===== src/design/rmar_pkg.sv =====
// shared constants and types of the rate monotonic admit and rank core
package rmar_pkg;

  localparam int MaxTasks   = 8;
  localparam int IdxW       = $clog2(MaxTasks);
  localparam int CntW       = $clog2(MaxTasks + 1);
  localparam int PeriodW    = 16;
  localparam int DvdW       = 2 * PeriodW;
  localparam int UtilW      = 20;
  localparam int PrioW      = 4;
  localparam int OutIdxW    = 3;
  localparam int UtilSat    = 524288;
  localparam int LimitReset = 45875;
  localparam int DivBits    = 2;
  localparam int DivSteps   = DvdW / DivBits;
  localparam int DivCntW    = $clog2(DivSteps);

  typedef struct packed {
    logic               start;
    logic [PeriodW-1:0] num;
    logic [PeriodW-1:0] den;
  } div_req_t;

  typedef struct packed {
    logic             done;
    logic [UtilW-1:0] quot;
  } div_rsp_t;

endpackage


===== src/design/rmar_if.sv =====
// request and result channel interfaces
interface rmar_in_if;
  import rmar_pkg::*;

  logic               valid;
  logic               ready;
  logic [PeriodW-1:0] task_period;
  logic [PeriodW-1:0] compute_time;
  logic               last_task;

  modport source (output valid, task_period, compute_time, last_task, input ready);
  modport sink (input valid, task_period, compute_time, last_task, output ready);
endinterface

interface rmar_out_if;
  import rmar_pkg::*;

  logic               valid;
  logic               ready;
  logic [OutIdxW-1:0] task_index;
  logic [PrioW-1:0]   priority_res;
  logic               admitted;
  logic [UtilW-1:0]   utilization;
  logic               overflowed;
  logic               last_result;

  modport source (output valid, task_index, priority_res, admitted, utilization, overflowed,
                  last_result, input ready);
  modport sink (input valid, task_index, priority_res, admitted, utilization, overflowed,
                last_result, output ready);
endinterface


===== src/design/rate_monotonic_admit_and_rank_core.sv =====
// top level: task set loading, admission check, rank sort and result sequencing
//
// The request channel loads one task per request (period, compute time,
// last flag). Each stored task with a nonzero period runs through a shared
// iterative divider for its Q16 utilization; a zero period or a dropped
// request does not use the divider.
// The request with the last flag starts evaluation. A rejected set (sum not
// below the limit, a zero period, or more than 8 loads) gives one result.
// An admitted set of n tasks is ranked by one comparator, one stored period
// per cycle from the period memory, and then gives n results in ascending
// period order, each held while the receiver stalls.
// The request channel is not ready while a division runs, nor from the last
// request of a set until the last result of its evaluation is taken. A
// stalled receiver holds the result register and the sequencer. The limit
// register may be written at any clock edge while the core is idle.
// Reset clears the task count, the flags, the sum and the channels and sets
// the limit to 0.7 in Q16; the period memory is not cleared.
module rate_monotonic_admit_and_rank_core (
  input  logic                      clk_i,
  input  logic                      rst_ni,
  rmar_in_if.sink                   req_i,
  rmar_out_if.source                res_o,
  input  logic                      cfg_we_i,
  input  logic [rmar_pkg::UtilW-1:0] cfg_wdata_i
);
  import rmar_pkg::*;

  typedef enum logic [9:0] {
    ST_IDLE   = 10'b0000000001,
    ST_DIV    = 10'b0000000010,
    ST_CHK    = 10'b0000000100,
    ST_RD_I   = 10'b0000001000,
    ST_LD_I   = 10'b0000010000,
    ST_CMP    = 10'b0000100000,
    ST_E_RD   = 10'b0001000000,
    ST_E_LD   = 10'b0010000000,
    ST_E_WAIT = 10'b0100000000,
    ST_REJ    = 10'b1000000000
  } state_e;

  state_e             state_q, state_d;
  logic [CntW-1:0]    cnt_q, cnt_d;
  logic               ovf_q, ovf_d;
  logic               zero_q, zero_d;
  logic [UtilW-1:0]   sum_q, sum_d;
  logic               last_q, last_d;
  logic [UtilW-1:0]   limit_q;
  logic [IdxW-1:0]    i_q, i_d;
  logic [IdxW-1:0]    j_q, j_d;
  logic [IdxW-1:0]    k_q, k_d;
  logic [IdxW-1:0]    rank_q, rank_d;
  logic               dup_q, dup_d;
  logic [CntW-1:0]    lvl_q, lvl_d;
  logic [PeriodW-1:0] pi_q, pi_d;
  logic [PeriodW-1:0] prev_q, prev_d;
  logic               vld_q, vld_d;
  logic [OutIdxW-1:0] oidx_q, oidx_d;
  logic [PrioW-1:0]   opri_q, opri_d;
  logic               oadm_q, oadm_d;
  logic               oovf_q, oovf_d;
  logic               olast_q, olast_d;
  logic [IdxW-1:0]    order_q [MaxTasks];

  logic               req_acc;
  logic               res_acc;
  logic               ram_we;
  logic [IdxW-1:0]    ram_raddr;
  logic [PeriodW-1:0] ram_rdata;
  logic               ord_we;
  logic [IdxW-1:0]    ord_waddr;
  logic [IdxW-1:0]    last_idx;
  logic               has_room;
  logic               less_b;
  logic               dup_b;
  logic [IdxW-1:0]    rank_nx;
  logic [CntW-1:0]    pri_now;
  logic [UtilW:0]     sum_add;
  div_req_t           div_req;
  div_rsp_t           div_rsp;

  assign req_acc  = req_i.valid && req_i.ready;
  assign res_acc  = res_o.valid && res_o.ready;
  assign has_room = cnt_q < CntW'(MaxTasks);
  assign ram_we   = req_acc && has_room;
  assign last_idx = IdxW'(cnt_q - CntW'(1));

  assign div_req.start = req_acc && has_room && (req_i.task_period != '0);
  assign div_req.num   = req_i.compute_time;
  assign div_req.den   = req_i.task_period;

  assign less_b  = (ram_rdata < pi_q) || ((ram_rdata == pi_q) && (j_q < i_q));
  assign dup_b   = (ram_rdata == pi_q) && (j_q < i_q);
  assign rank_nx = rank_q + IdxW'(less_b);
  assign pri_now = ((k_q != '0) && (ram_rdata > prev_q)) ? lvl_q - CntW'(1) : lvl_q;
  assign sum_add = {1'b0, sum_q} + {1'b0, div_rsp.quot};

  rmar_div u_div (
    .clk_i (clk_i),
    .rst_ni(rst_ni),
    .req_i (div_req),
    .rsp_o (div_rsp)
  );

  rmar_ram #(
    .Width(PeriodW),
    .Depth(MaxTasks)
  ) u_period_ram (
    .clk_i  (clk_i),
    .we_i   (ram_we),
    .waddr_i(cnt_q[IdxW-1:0]),
    .wdata_i(req_i.task_period),
    .raddr_i(ram_raddr),
    .rdata_o(ram_rdata)
  );

  always_comb begin
    unique case (state_q)
      ST_RD_I: ram_raddr = i_q;
      ST_CMP:  ram_raddr = j_q + IdxW'(1);
      ST_E_RD: ram_raddr = order_q[k_q];
      default: ram_raddr = '0;
    endcase
  end

  always_comb begin
    state_d  = state_q;
    cnt_d    = cnt_q;
    ovf_d    = ovf_q;
    zero_d   = zero_q;
    sum_d    = sum_q;
    last_d   = last_q;
    i_d      = i_q;
    j_d      = j_q;
    k_d      = k_q;
    rank_d   = rank_q;
    dup_d    = dup_q;
    lvl_d    = lvl_q;
    pi_d     = pi_q;
    prev_d   = prev_q;
    vld_d    = vld_q;
    oidx_d   = oidx_q;
    opri_d   = opri_q;
    oadm_d   = oadm_q;
    oovf_d   = oovf_q;
    olast_d  = olast_q;
    ord_we   = 1'b0;
    ord_waddr = rank_nx;

    unique case (state_q)
      ST_IDLE: begin
        if (req_acc) begin
          last_d = req_i.last_task;
          if (has_room) begin
            cnt_d = cnt_q + CntW'(1);
            if (req_i.task_period == '0) begin
              zero_d = 1'b1;
            end
          end else begin
            ovf_d = 1'b1;
          end
          if (div_req.start) begin
            state_d = ST_DIV;
          end else if (req_i.last_task) begin
            state_d = ST_CHK;
          end
        end
      end
      ST_DIV: begin
        if (div_rsp.done) begin
          sum_d   = (sum_add > (UtilW + 1)'(UtilSat)) ? UtilW'(UtilSat) : sum_add[UtilW-1:0];
          state_d = last_q ? ST_CHK : ST_IDLE;
        end
      end
      ST_CHK: begin
        lvl_d = '0;
        i_d   = '0;
        if (ovf_q || zero_q || (sum_q >= limit_q)) begin
          vld_d   = 1'b1;
          oidx_d  = '0;
          opri_d  = '0;
          oadm_d  = 1'b0;
          oovf_d  = ovf_q;
          olast_d = 1'b1;
          state_d = ST_REJ;
        end else begin
          state_d = ST_RD_I;
        end
      end
      ST_RD_I: begin
        state_d = ST_LD_I;
      end
      ST_LD_I: begin
        pi_d    = ram_rdata;
        j_d     = '0;
        rank_d  = '0;
        dup_d   = 1'b0;
        state_d = ST_CMP;
      end
      ST_CMP: begin
        rank_d = rank_nx;
        dup_d  = dup_q || dup_b;
        j_d    = j_q + IdxW'(1);
        if (j_q == last_idx) begin
          ord_we = 1'b1;
          if (!(dup_q || dup_b)) begin
            lvl_d = lvl_q + CntW'(1);
          end
          if (i_q == last_idx) begin
            k_d     = '0;
            state_d = ST_E_RD;
          end else begin
            i_d     = i_q + IdxW'(1);
            state_d = ST_RD_I;
          end
        end
      end
      ST_E_RD: begin
        state_d = ST_E_LD;
      end
      ST_E_LD: begin
        lvl_d   = pri_now;
        prev_d  = ram_rdata;
        vld_d   = 1'b1;
        oidx_d  = OutIdxW'(order_q[k_q]);
        opri_d  = PrioW'(pri_now);
        oadm_d  = 1'b1;
        oovf_d  = 1'b0;
        olast_d = (k_q == last_idx);
        state_d = ST_E_WAIT;
      end
      ST_E_WAIT, ST_REJ: begin
        if (res_acc) begin
          vld_d = 1'b0;
          if ((state_q == ST_REJ) || (k_q == last_idx)) begin
            cnt_d   = '0;
            ovf_d   = 1'b0;
            zero_d  = 1'b0;
            sum_d   = '0;
            state_d = ST_IDLE;
          end else begin
            k_d     = k_q + IdxW'(1);
            state_d = ST_E_RD;
          end
        end
      end
      default: begin
        state_d = ST_IDLE;
      end
    endcase
  end

  always_ff @(posedge clk_i or negedge rst_ni) begin
    if (!rst_ni) begin
      state_q <= ST_IDLE;
      cnt_q   <= '0;
      ovf_q   <= 1'b0;
      zero_q  <= 1'b0;
      sum_q   <= '0;
      last_q  <= 1'b0;
      limit_q <= UtilW'(LimitReset);
      i_q     <= '0;
      j_q     <= '0;
      k_q     <= '0;
      rank_q  <= '0;
      dup_q   <= 1'b0;
      lvl_q   <= '0;
      vld_q   <= 1'b0;
    end else begin
      state_q <= state_d;
      cnt_q   <= cnt_d;
      ovf_q   <= ovf_d;
      zero_q  <= zero_d;
      sum_q   <= sum_d;
      last_q  <= last_d;
      i_q     <= i_d;
      j_q     <= j_d;
      k_q     <= k_d;
      rank_q  <= rank_d;
      dup_q   <= dup_d;
      lvl_q   <= lvl_d;
      vld_q   <= vld_d;
      if (cfg_we_i) begin
        limit_q <= cfg_wdata_i;
      end
    end
  end

  always_ff @(posedge clk_i) begin
    pi_q    <= pi_d;
    prev_q  <= prev_d;
    oidx_q  <= oidx_d;
    opri_q  <= opri_d;
    oadm_q  <= oadm_d;
    oovf_q  <= oovf_d;
    olast_q <= olast_d;
    if (ord_we) begin
      order_q[ord_waddr] <= i_q;
    end
  end

  assign req_i.ready        = (state_q == ST_IDLE);
  assign res_o.valid        = vld_q;
  assign res_o.task_index   = oidx_q;
  assign res_o.priority_res = opri_q;
  assign res_o.admitted     = oadm_q;
  assign res_o.utilization  = sum_q;
  assign res_o.overflowed   = oovf_q;
  assign res_o.last_result  = olast_q;

`ifndef NO_ASSERTIONS
  a_valid_in_out_state: assert property (@(posedge clk_i) disable iff (!rst_ni)
    res_o.valid |-> (state_q == ST_E_WAIT || state_q == ST_REJ))
    else $error("result valid outside an output state");

  a_ready_excl_valid: assert property (@(posedge clk_i) disable iff (!rst_ni)
    req_i.ready |-> !res_o.valid)
    else $error("request taken while a result is pending");

  a_count_bound: assert property (@(posedge clk_i) disable iff (!rst_ni)
    cnt_q <= CntW'(MaxTasks))
    else $error("task count beyond capacity");

  a_admitted_fields: assert property (@(posedge clk_i) disable iff (!rst_ni)
    (res_o.valid && res_o.admitted) |-> (!res_o.overflowed && res_o.priority_res != '0))
    else $error("admitted result with bad priority or overflow");

  a_div_done_in_div: assert property (@(posedge clk_i) disable iff (!rst_ni)
    div_rsp.done |-> (state_q == ST_DIV))
    else $error("divider finished outside the division state");
`endif

endmodule


===== src/design/rmar_ram.sv =====
// generic single write port ram with registered read
module rmar_ram #(
  parameter int Width = 16,
  parameter int Depth = 8
) (
  input  logic                     clk_i,
  input  logic                     we_i,
  input  logic [$clog2(Depth)-1:0] waddr_i,
  input  logic [Width-1:0]         wdata_i,
  input  logic [$clog2(Depth)-1:0] raddr_i,
  output logic [Width-1:0]         rdata_o
);

  logic [Width-1:0] mem_q [Depth];

  always_ff @(posedge clk_i) begin
    if (we_i) begin
      mem_q[waddr_i] <= wdata_i;
    end
    rdata_o <= mem_q[raddr_i];
  end

endmodule


===== src/design/rmar_div.sv =====
// iterative restoring divider, two quotient bits per cycle, saturated q16 result
module rmar_div (
  input  logic                clk_i,
  input  logic                rst_ni,
  input  rmar_pkg::div_req_t  req_i,
  output rmar_pkg::div_rsp_t  rsp_o
);
  import rmar_pkg::*;

  logic [PeriodW-1:0] rem_q, rem_d;
  logic [DvdW-1:0]    dq_q, dq_d;
  logic [PeriodW-1:0] den_q;
  logic [DivCntW-1:0] cnt_q;
  logic               busy_q;
  logic               done_q;
  logic [PeriodW:0]   trial;

  always_comb begin
    rem_d = rem_q;
    dq_d  = dq_q;
    trial = '0;
    for (int b = 0; b < DivBits; b++) begin
      trial = {rem_d, dq_d[DvdW-1]};
      dq_d  = {dq_d[DvdW-2:0], 1'b0};
      if (trial >= {1'b0, den_q}) begin
        trial    = trial - {1'b0, den_q};
        dq_d[0] = 1'b1;
      end
      rem_d = trial[PeriodW-1:0];
    end
  end

  always_ff @(posedge clk_i or negedge rst_ni) begin
    if (!rst_ni) begin
      busy_q <= 1'b0;
      done_q <= 1'b0;
      cnt_q  <= '0;
    end else begin
      done_q <= 1'b0;
      if (req_i.start) begin
        busy_q <= 1'b1;
        cnt_q  <= '0;
      end else if (busy_q) begin
        cnt_q <= cnt_q + DivCntW'(1);
        if (cnt_q == DivCntW'(DivSteps - 1)) begin
          busy_q <= 1'b0;
          done_q <= 1'b1;
        end
      end
    end
  end

  always_ff @(posedge clk_i) begin
    if (req_i.start) begin
      rem_q <= '0;
      dq_q  <= {req_i.num, PeriodW'(0)};
      den_q <= req_i.den;
    end else if (busy_q) begin
      rem_q <= rem_d;
      dq_q  <= dq_d;
    end
  end

  assign rsp_o.done = done_q;
  assign rsp_o.quot = (dq_q > DvdW'(UtilSat)) ? UtilW'(UtilSat) : dq_q[UtilW-1:0];

endmodule


===== src/flat_wrapper.sv =====
// flat-port wrapper written by rule: the top's interface ports become plain ports
module rate_monotonic_admit_and_rank_core_flat import rmar_pkg::*;
  (clk_i, rst_ni, cfg_we_i, cfg_wdata_i, req_i_valid, req_i_task_period, req_i_compute_time, req_i_last_task, req_i_ready, res_o_valid, res_o_task_index, res_o_priority_res, res_o_admitted, res_o_utilization, res_o_overflowed, res_o_last_result, res_o_ready);
  rmar_in_if req_i_i ();
  rmar_out_if res_o_i ();
  input  logic clk_i;
  input  logic rst_ni;
  input  logic cfg_we_i;
  input  logic [rmar_pkg::UtilW-1:0] cfg_wdata_i;
  input wire logic [$bits(req_i_i.valid)-1:0] req_i_valid;
  input wire logic [$bits(req_i_i.task_period)-1:0] req_i_task_period;
  input wire logic [$bits(req_i_i.compute_time)-1:0] req_i_compute_time;
  input wire logic [$bits(req_i_i.last_task)-1:0] req_i_last_task;
  output wire logic [$bits(req_i_i.ready)-1:0] req_i_ready;
  output wire logic [$bits(res_o_i.valid)-1:0] res_o_valid;
  output wire logic [$bits(res_o_i.task_index)-1:0] res_o_task_index;
  output wire logic [$bits(res_o_i.priority_res)-1:0] res_o_priority_res;
  output wire logic [$bits(res_o_i.admitted)-1:0] res_o_admitted;
  output wire logic [$bits(res_o_i.utilization)-1:0] res_o_utilization;
  output wire logic [$bits(res_o_i.overflowed)-1:0] res_o_overflowed;
  output wire logic [$bits(res_o_i.last_result)-1:0] res_o_last_result;
  input wire logic [$bits(res_o_i.ready)-1:0] res_o_ready;
  assign req_i_i.valid = req_i_valid;
  assign req_i_i.task_period = req_i_task_period;
  assign req_i_i.compute_time = req_i_compute_time;
  assign req_i_i.last_task = req_i_last_task;
  assign req_i_ready = req_i_i.ready;
  assign res_o_valid = res_o_i.valid;
  assign res_o_task_index = res_o_i.task_index;
  assign res_o_priority_res = res_o_i.priority_res;
  assign res_o_admitted = res_o_i.admitted;
  assign res_o_utilization = res_o_i.utilization;
  assign res_o_overflowed = res_o_i.overflowed;
  assign res_o_last_result = res_o_i.last_result;
  assign res_o_i.ready = res_o_ready;
  rate_monotonic_admit_and_rank_core u_core (.clk_i(clk_i), .rst_ni(rst_ni), .req_i(req_i_i), .res_o(res_o_i), .cfg_we_i(cfg_we_i), .cfg_wdata_i(cfg_wdata_i));
endmodule

===== config.mk =====
export PLATFORM = sky130hd
export DESIGN_NAME = rate_monotonic_admit_and_rank_core_flat
export DESIGN_NICKNAME = d
export VERILOG_FILES = /design/src/design/rmar_pkg.sv /design/src/design/rmar_if.sv /design/src/design/rate_monotonic_admit_and_rank_core.sv /design/src/design/rmar_ram.sv /design/src/design/rmar_div.sv /design/src/flat_wrapper.sv
export SDC_FILE = /design/constraint.sdc
export NUM_CORES = 1
export LEC_CHECK = 0
export BUFFER_PORTS_ARGS = -buffer_cell sky130_fd_sc_hd__clkbuf_2
export CAP_MARGIN = 30
export CELL_PAD_IN_SITES_DETAIL_PLACEMENT = 1
export CELL_PAD_IN_SITES_GLOBAL_PLACEMENT = 1
export CORE_MARGIN = 5
export CORE_UTILIZATION = 45
export DETAILED_ROUTE_END_ITERATION = 7
export PLACE_DENSITY_LB_ADDON = 0.1
export SYNTH_ARGS = -nofsm -noshare
export SYNTH_HDL_FRONTEND = slang
export SYNTH_SLANG_ARGS = --single-unit
export TNS_END_PERCENT = 100

===== constraint.sdc =====
create_clock -name clk_i -period 4.2 [get_ports clk_i]
set_input_delay 0.63 -clock clk_i [delete_from_list [all_inputs] [get_ports clk_i]]
set_output_delay 0.63 -clock clk_i [all_outputs]
set_load 0.01 [all_outputs]

==> reports/qor.csv <==
metric,value,unit
dpl cell area,0.02015,mm²
Gate Count Post-Synth,1700,
First DRT Iteration DRCs,716,
Num CTS Buffers,40,
register bit total from synthesis,355,
Worst Slack Setup Final,-0.3038,ns
Worst Clk Skew,0.01132,ns
H-Tree Depth,2,
Post-Synth XOR/XNOR Area,3.022,%
clock sinks,355,
DR WL met3,1.396,mm
highest metal used,met4,
Power Density,742.3,mW/mm²
Inst Count DP,2378,
dpl ws,-0.3001,ns
initial core utilization,45.64,%
Peak supply drop,0.0005660,V
register area share after synthesis,53.72,%
largest cells by area after synthesis,"edfxtp_1 37%, dfrtp_1 9.8%, ha_1 8.0%",
die area,0.04461,mm²
Final Hold Vio Count,0,
largest family of logic cells by synthesized area,simple AND/OR/NAND/NOR gates,
path type of the worst setup path,flip-flop to flip-flop,
Antenna Nets Post-Route,0,
CTS Root Cell,clkbuf_16,
"Clk pin slew, worst setup/hold paths",0.06,ns
CTS Buffer Depth,3,
Core Box Area,0.03991,mm²
Detailed Route WL,50.03,mm
diodes inserted,0,
failing checks,negative setup slack,
post-synthesis mux area share,3.125,%
clock share of power,22.7,%
Post-synth EDFFs,226,
CP max FO,6,
Crit. End Element,flip-flop,
CTS tree,yes,
Post-DP HPWL,34.54,mm
RR Startpoint,u_core.u_div.den_q[14],
Slew @ Worst Pin,0.7781,ns
Synth Area in Compound Gates,12.58,%
first-pass GRT wire length,79.29,mm
"non-filler cells, final",2470,
io pins,90,
met1 wire length,23.17,mm
unrepaired setup endpoints after global routing,true,
Die Height,211.2,µm
setup violators final,17,
post-synthesis adder-cell area fraction,8.365,%
Hold Buf Count CTS,0,
Startpoint Class,flip-flop,
switching share of power,36.92,%
DRT Pass-1 Iters,4,
Die Wd,211.2,µm
initial antenna violation count,0,
HP Class,primary input to async pin,
internal power,10280,µW
simple-gate share of the synthesized area,15.42,%
setup TNS,-2.275,ns
Switching Power,6016,µW
fmax,222.0,MHz
fin crit share,107.2,%
Finished Cell Area,0.02195,mm²
WL/cell,20.26,µm
syn_area_per_cell,10.72,µm²
Skew-Pair Late Insertion Delay,0.56,ns
# port buffers,89,
synthesis-to-layout area growth,20.50,%
grt ovf,0,
DR vias,13560,
pin count of the biggest net entering global routing,66,
Max Slew Vio Count,0,
share of cells above drive strength 1,20.57,%
CP Data Required Time,4.63,ns
DRC,0,
Worst Setup SP,u_core.u_div.den_q[14],
"area leader, netlist",edfxtp_1,
"Net count, final",2091,
Commonest cells post-synth,"266 x nand2_1, 226 x edfxtp_1, 117 x ha_1, 104 x inv_1, 104 x o21ai_0",
vias in the first global route,14380,
ys flop type,edfxtp_1,
Tmin final,4.504,ns
Slew HR,47.96,%
share of Yosys cell area claimed by the top area cell type,37.25,%
Synth cell types,83,
Max-Cap Viols,0,
yosys warns,0,
# rows,73,
met2 wire length,24.54,mm
hold_ws,0.1231,ns
"count leader, synth",nand2_1,
GP Congestion,0.8517,
syn nets,1878,
worst path arrival time,4.93,ns
DR vias/cell,5.491,
Leakage,0.009570,µW
Total GRT Usage,22.10,%
Comb power frac,49.0,%
asr flop ratio synth,22.82,%
sequential power share,28.3,%
synthesized area,0.01822,mm²
outcome,finished with violations,
-- final timing paths --
path / to / slack (ns) / cells past startpoint
hold reg to reg: u_core.pi_q[0] / 0.50 / 0
hold / removal: u_core.res_o.utilization[0] / 0.12 / 1
max in group asynchronous: u_core.state_q[0] / 3.15 / 2
setup reg to reg: u_core.u_div.rem_q[3] / -0.30 / 20
min in group clk_i: u_core.limit_q[15] / 0.27 / 3
setup / recovery: u_core.u_div.rem_q[3] / -0.30 / 20
-- power groups by stage --
| stage | sequential, µW | combinational [µW] | clock [µW] |
|---|---|---|---|
| after floorplan | 4550 | 4750 | 0 |
| after global placement | 4640 | 6600 | 0 |
| after detailed placement | 4660 | 6810 | 0 |
| after CTS | 4600 | 7110 | 3790 |
| after global routing | 4660 | 8690 | 3940 |
| final | 4610 | 7990 | 3700 |
-- stage by stage --
step	util (%)	total power [µW]
after floorplan	-	9301
after global placement	50.43	11240
after detailed placement	50.48	11470
after CTS	54.26	15490
after global routing	55.00	17290
final	55.00	16300
-- repair_timing --
action	in CTS	in global routing
endpoints found under the setup margin	32	37
buffers inserted	9	9
pin swaps	18	18
gates resized for setup	14	57
-- layer usage --
| metal | up-vias | track usage (%) |
|---|---|---|
| li1 | 6545 | - |
| met1 | 6781 | 30.07 |
| met2 | 167 | 37.76 |
| met3 | 71 | 3.253 |
| met4 | 0 | 4.851 |
| met5 | - | 0 |
-- worst max-delay path: stages (launching register included) --
cell and delay [ns]:
edfxtp_1 0.38, inv_2 0.08, ha_1 0.24, a21o_1 0.22
a211oi_4 0.31, o31ai_2 0.11, a311o_1 0.31, and2_4 0.20
buf_4 0.17, a21oi_4 0.12, ha_1 0.28, a21oi_1 0.15
o21ai_1 0.11, or3_1 0.34, o211a_1 0.25, o21a_4 0.24
a21oi_4 0.15, buf_6 0.15, o21ai_0 0.12, a221oi_1 0.33
a211oi_1 0.09
-- layout by cell type, fill, tap and decap left out, types with 6 or more instances in the layout --
cell type / instances
mux2i_1: 28
buf_6: 8
o21ai_0: 91
xor2_1: 25
o211ai_1: 21
a21oi_2: 8
dfxtp_1: 48
nor3_1: 16
dfrtp_1: 70
nor2_1: 96
a31oi_1: 7
mux2_2: 10
o21ai_1: 28
clkbuf_1: 10
mux4_2: 6
a21o_1: 35
inv_1: 102
nand2b_1: 18
bufinv_16: 6
xnor2_1: 35
and3_1: 9
nor4_1: 13
a22o_1: 25
nand2_1: 265
clkbuf_2: 88
clkbuf_16: 40
and4_1: 8
clkinv_2: 6
buf_4: 130
ha_1: 112
nand3_1: 70
dfstp_2: 10
a211oi_1: 8
a21oi_1: 54
o21a_1: 10
edfxtp_1: 226
nand4_1: 16
and2_1: 27
nor2b_1: 11
-- cells by family after synthesis --
logic type	count (synthesis)
AO/OA/AOI/OAI	351
XOR/XNOR	62
buffers and inverters	165
flip-flops	355
adder cells (fa/ha/maj)	120
AND/OR/NAND/NOR	599
multiplexers	48
-- registers in the layout (all words and copies together) (netlist names), 10 cells and up --
register,flops
u_core.u_period_ram.rdata_o,16
u_core.limit_q,20
u_core.u_div.den_q,16
u_core.u_div.dq_q,32
u_core.pi_q,16
u_core.u_div.rem_q,16
u_core.u_period_ram.mem_q,128
u_core.state_q,10
u_core.prev_q,16
u_core.order_q,24
u_core.res_o.utilization,20
-- layout make-up --
| cell class | instances | area, µm² |
|---|---|---|
| Multi-Input combinational cell | 1180 | 8125 |
| Timing Repair Buffer | 231 | 1607 |
| Fill cell | 4302 | 17960 |
| Clock inverter | 20 | 289.0 |
| Clock buffer | 54 | 1094 |
| Inverter | 105 | 394.1 |
| Tap cell | 525 | 656.9 |
| Sequential cell | 355 | 9788 |
No activity file was read; power rests on OpenSTA's default activity.
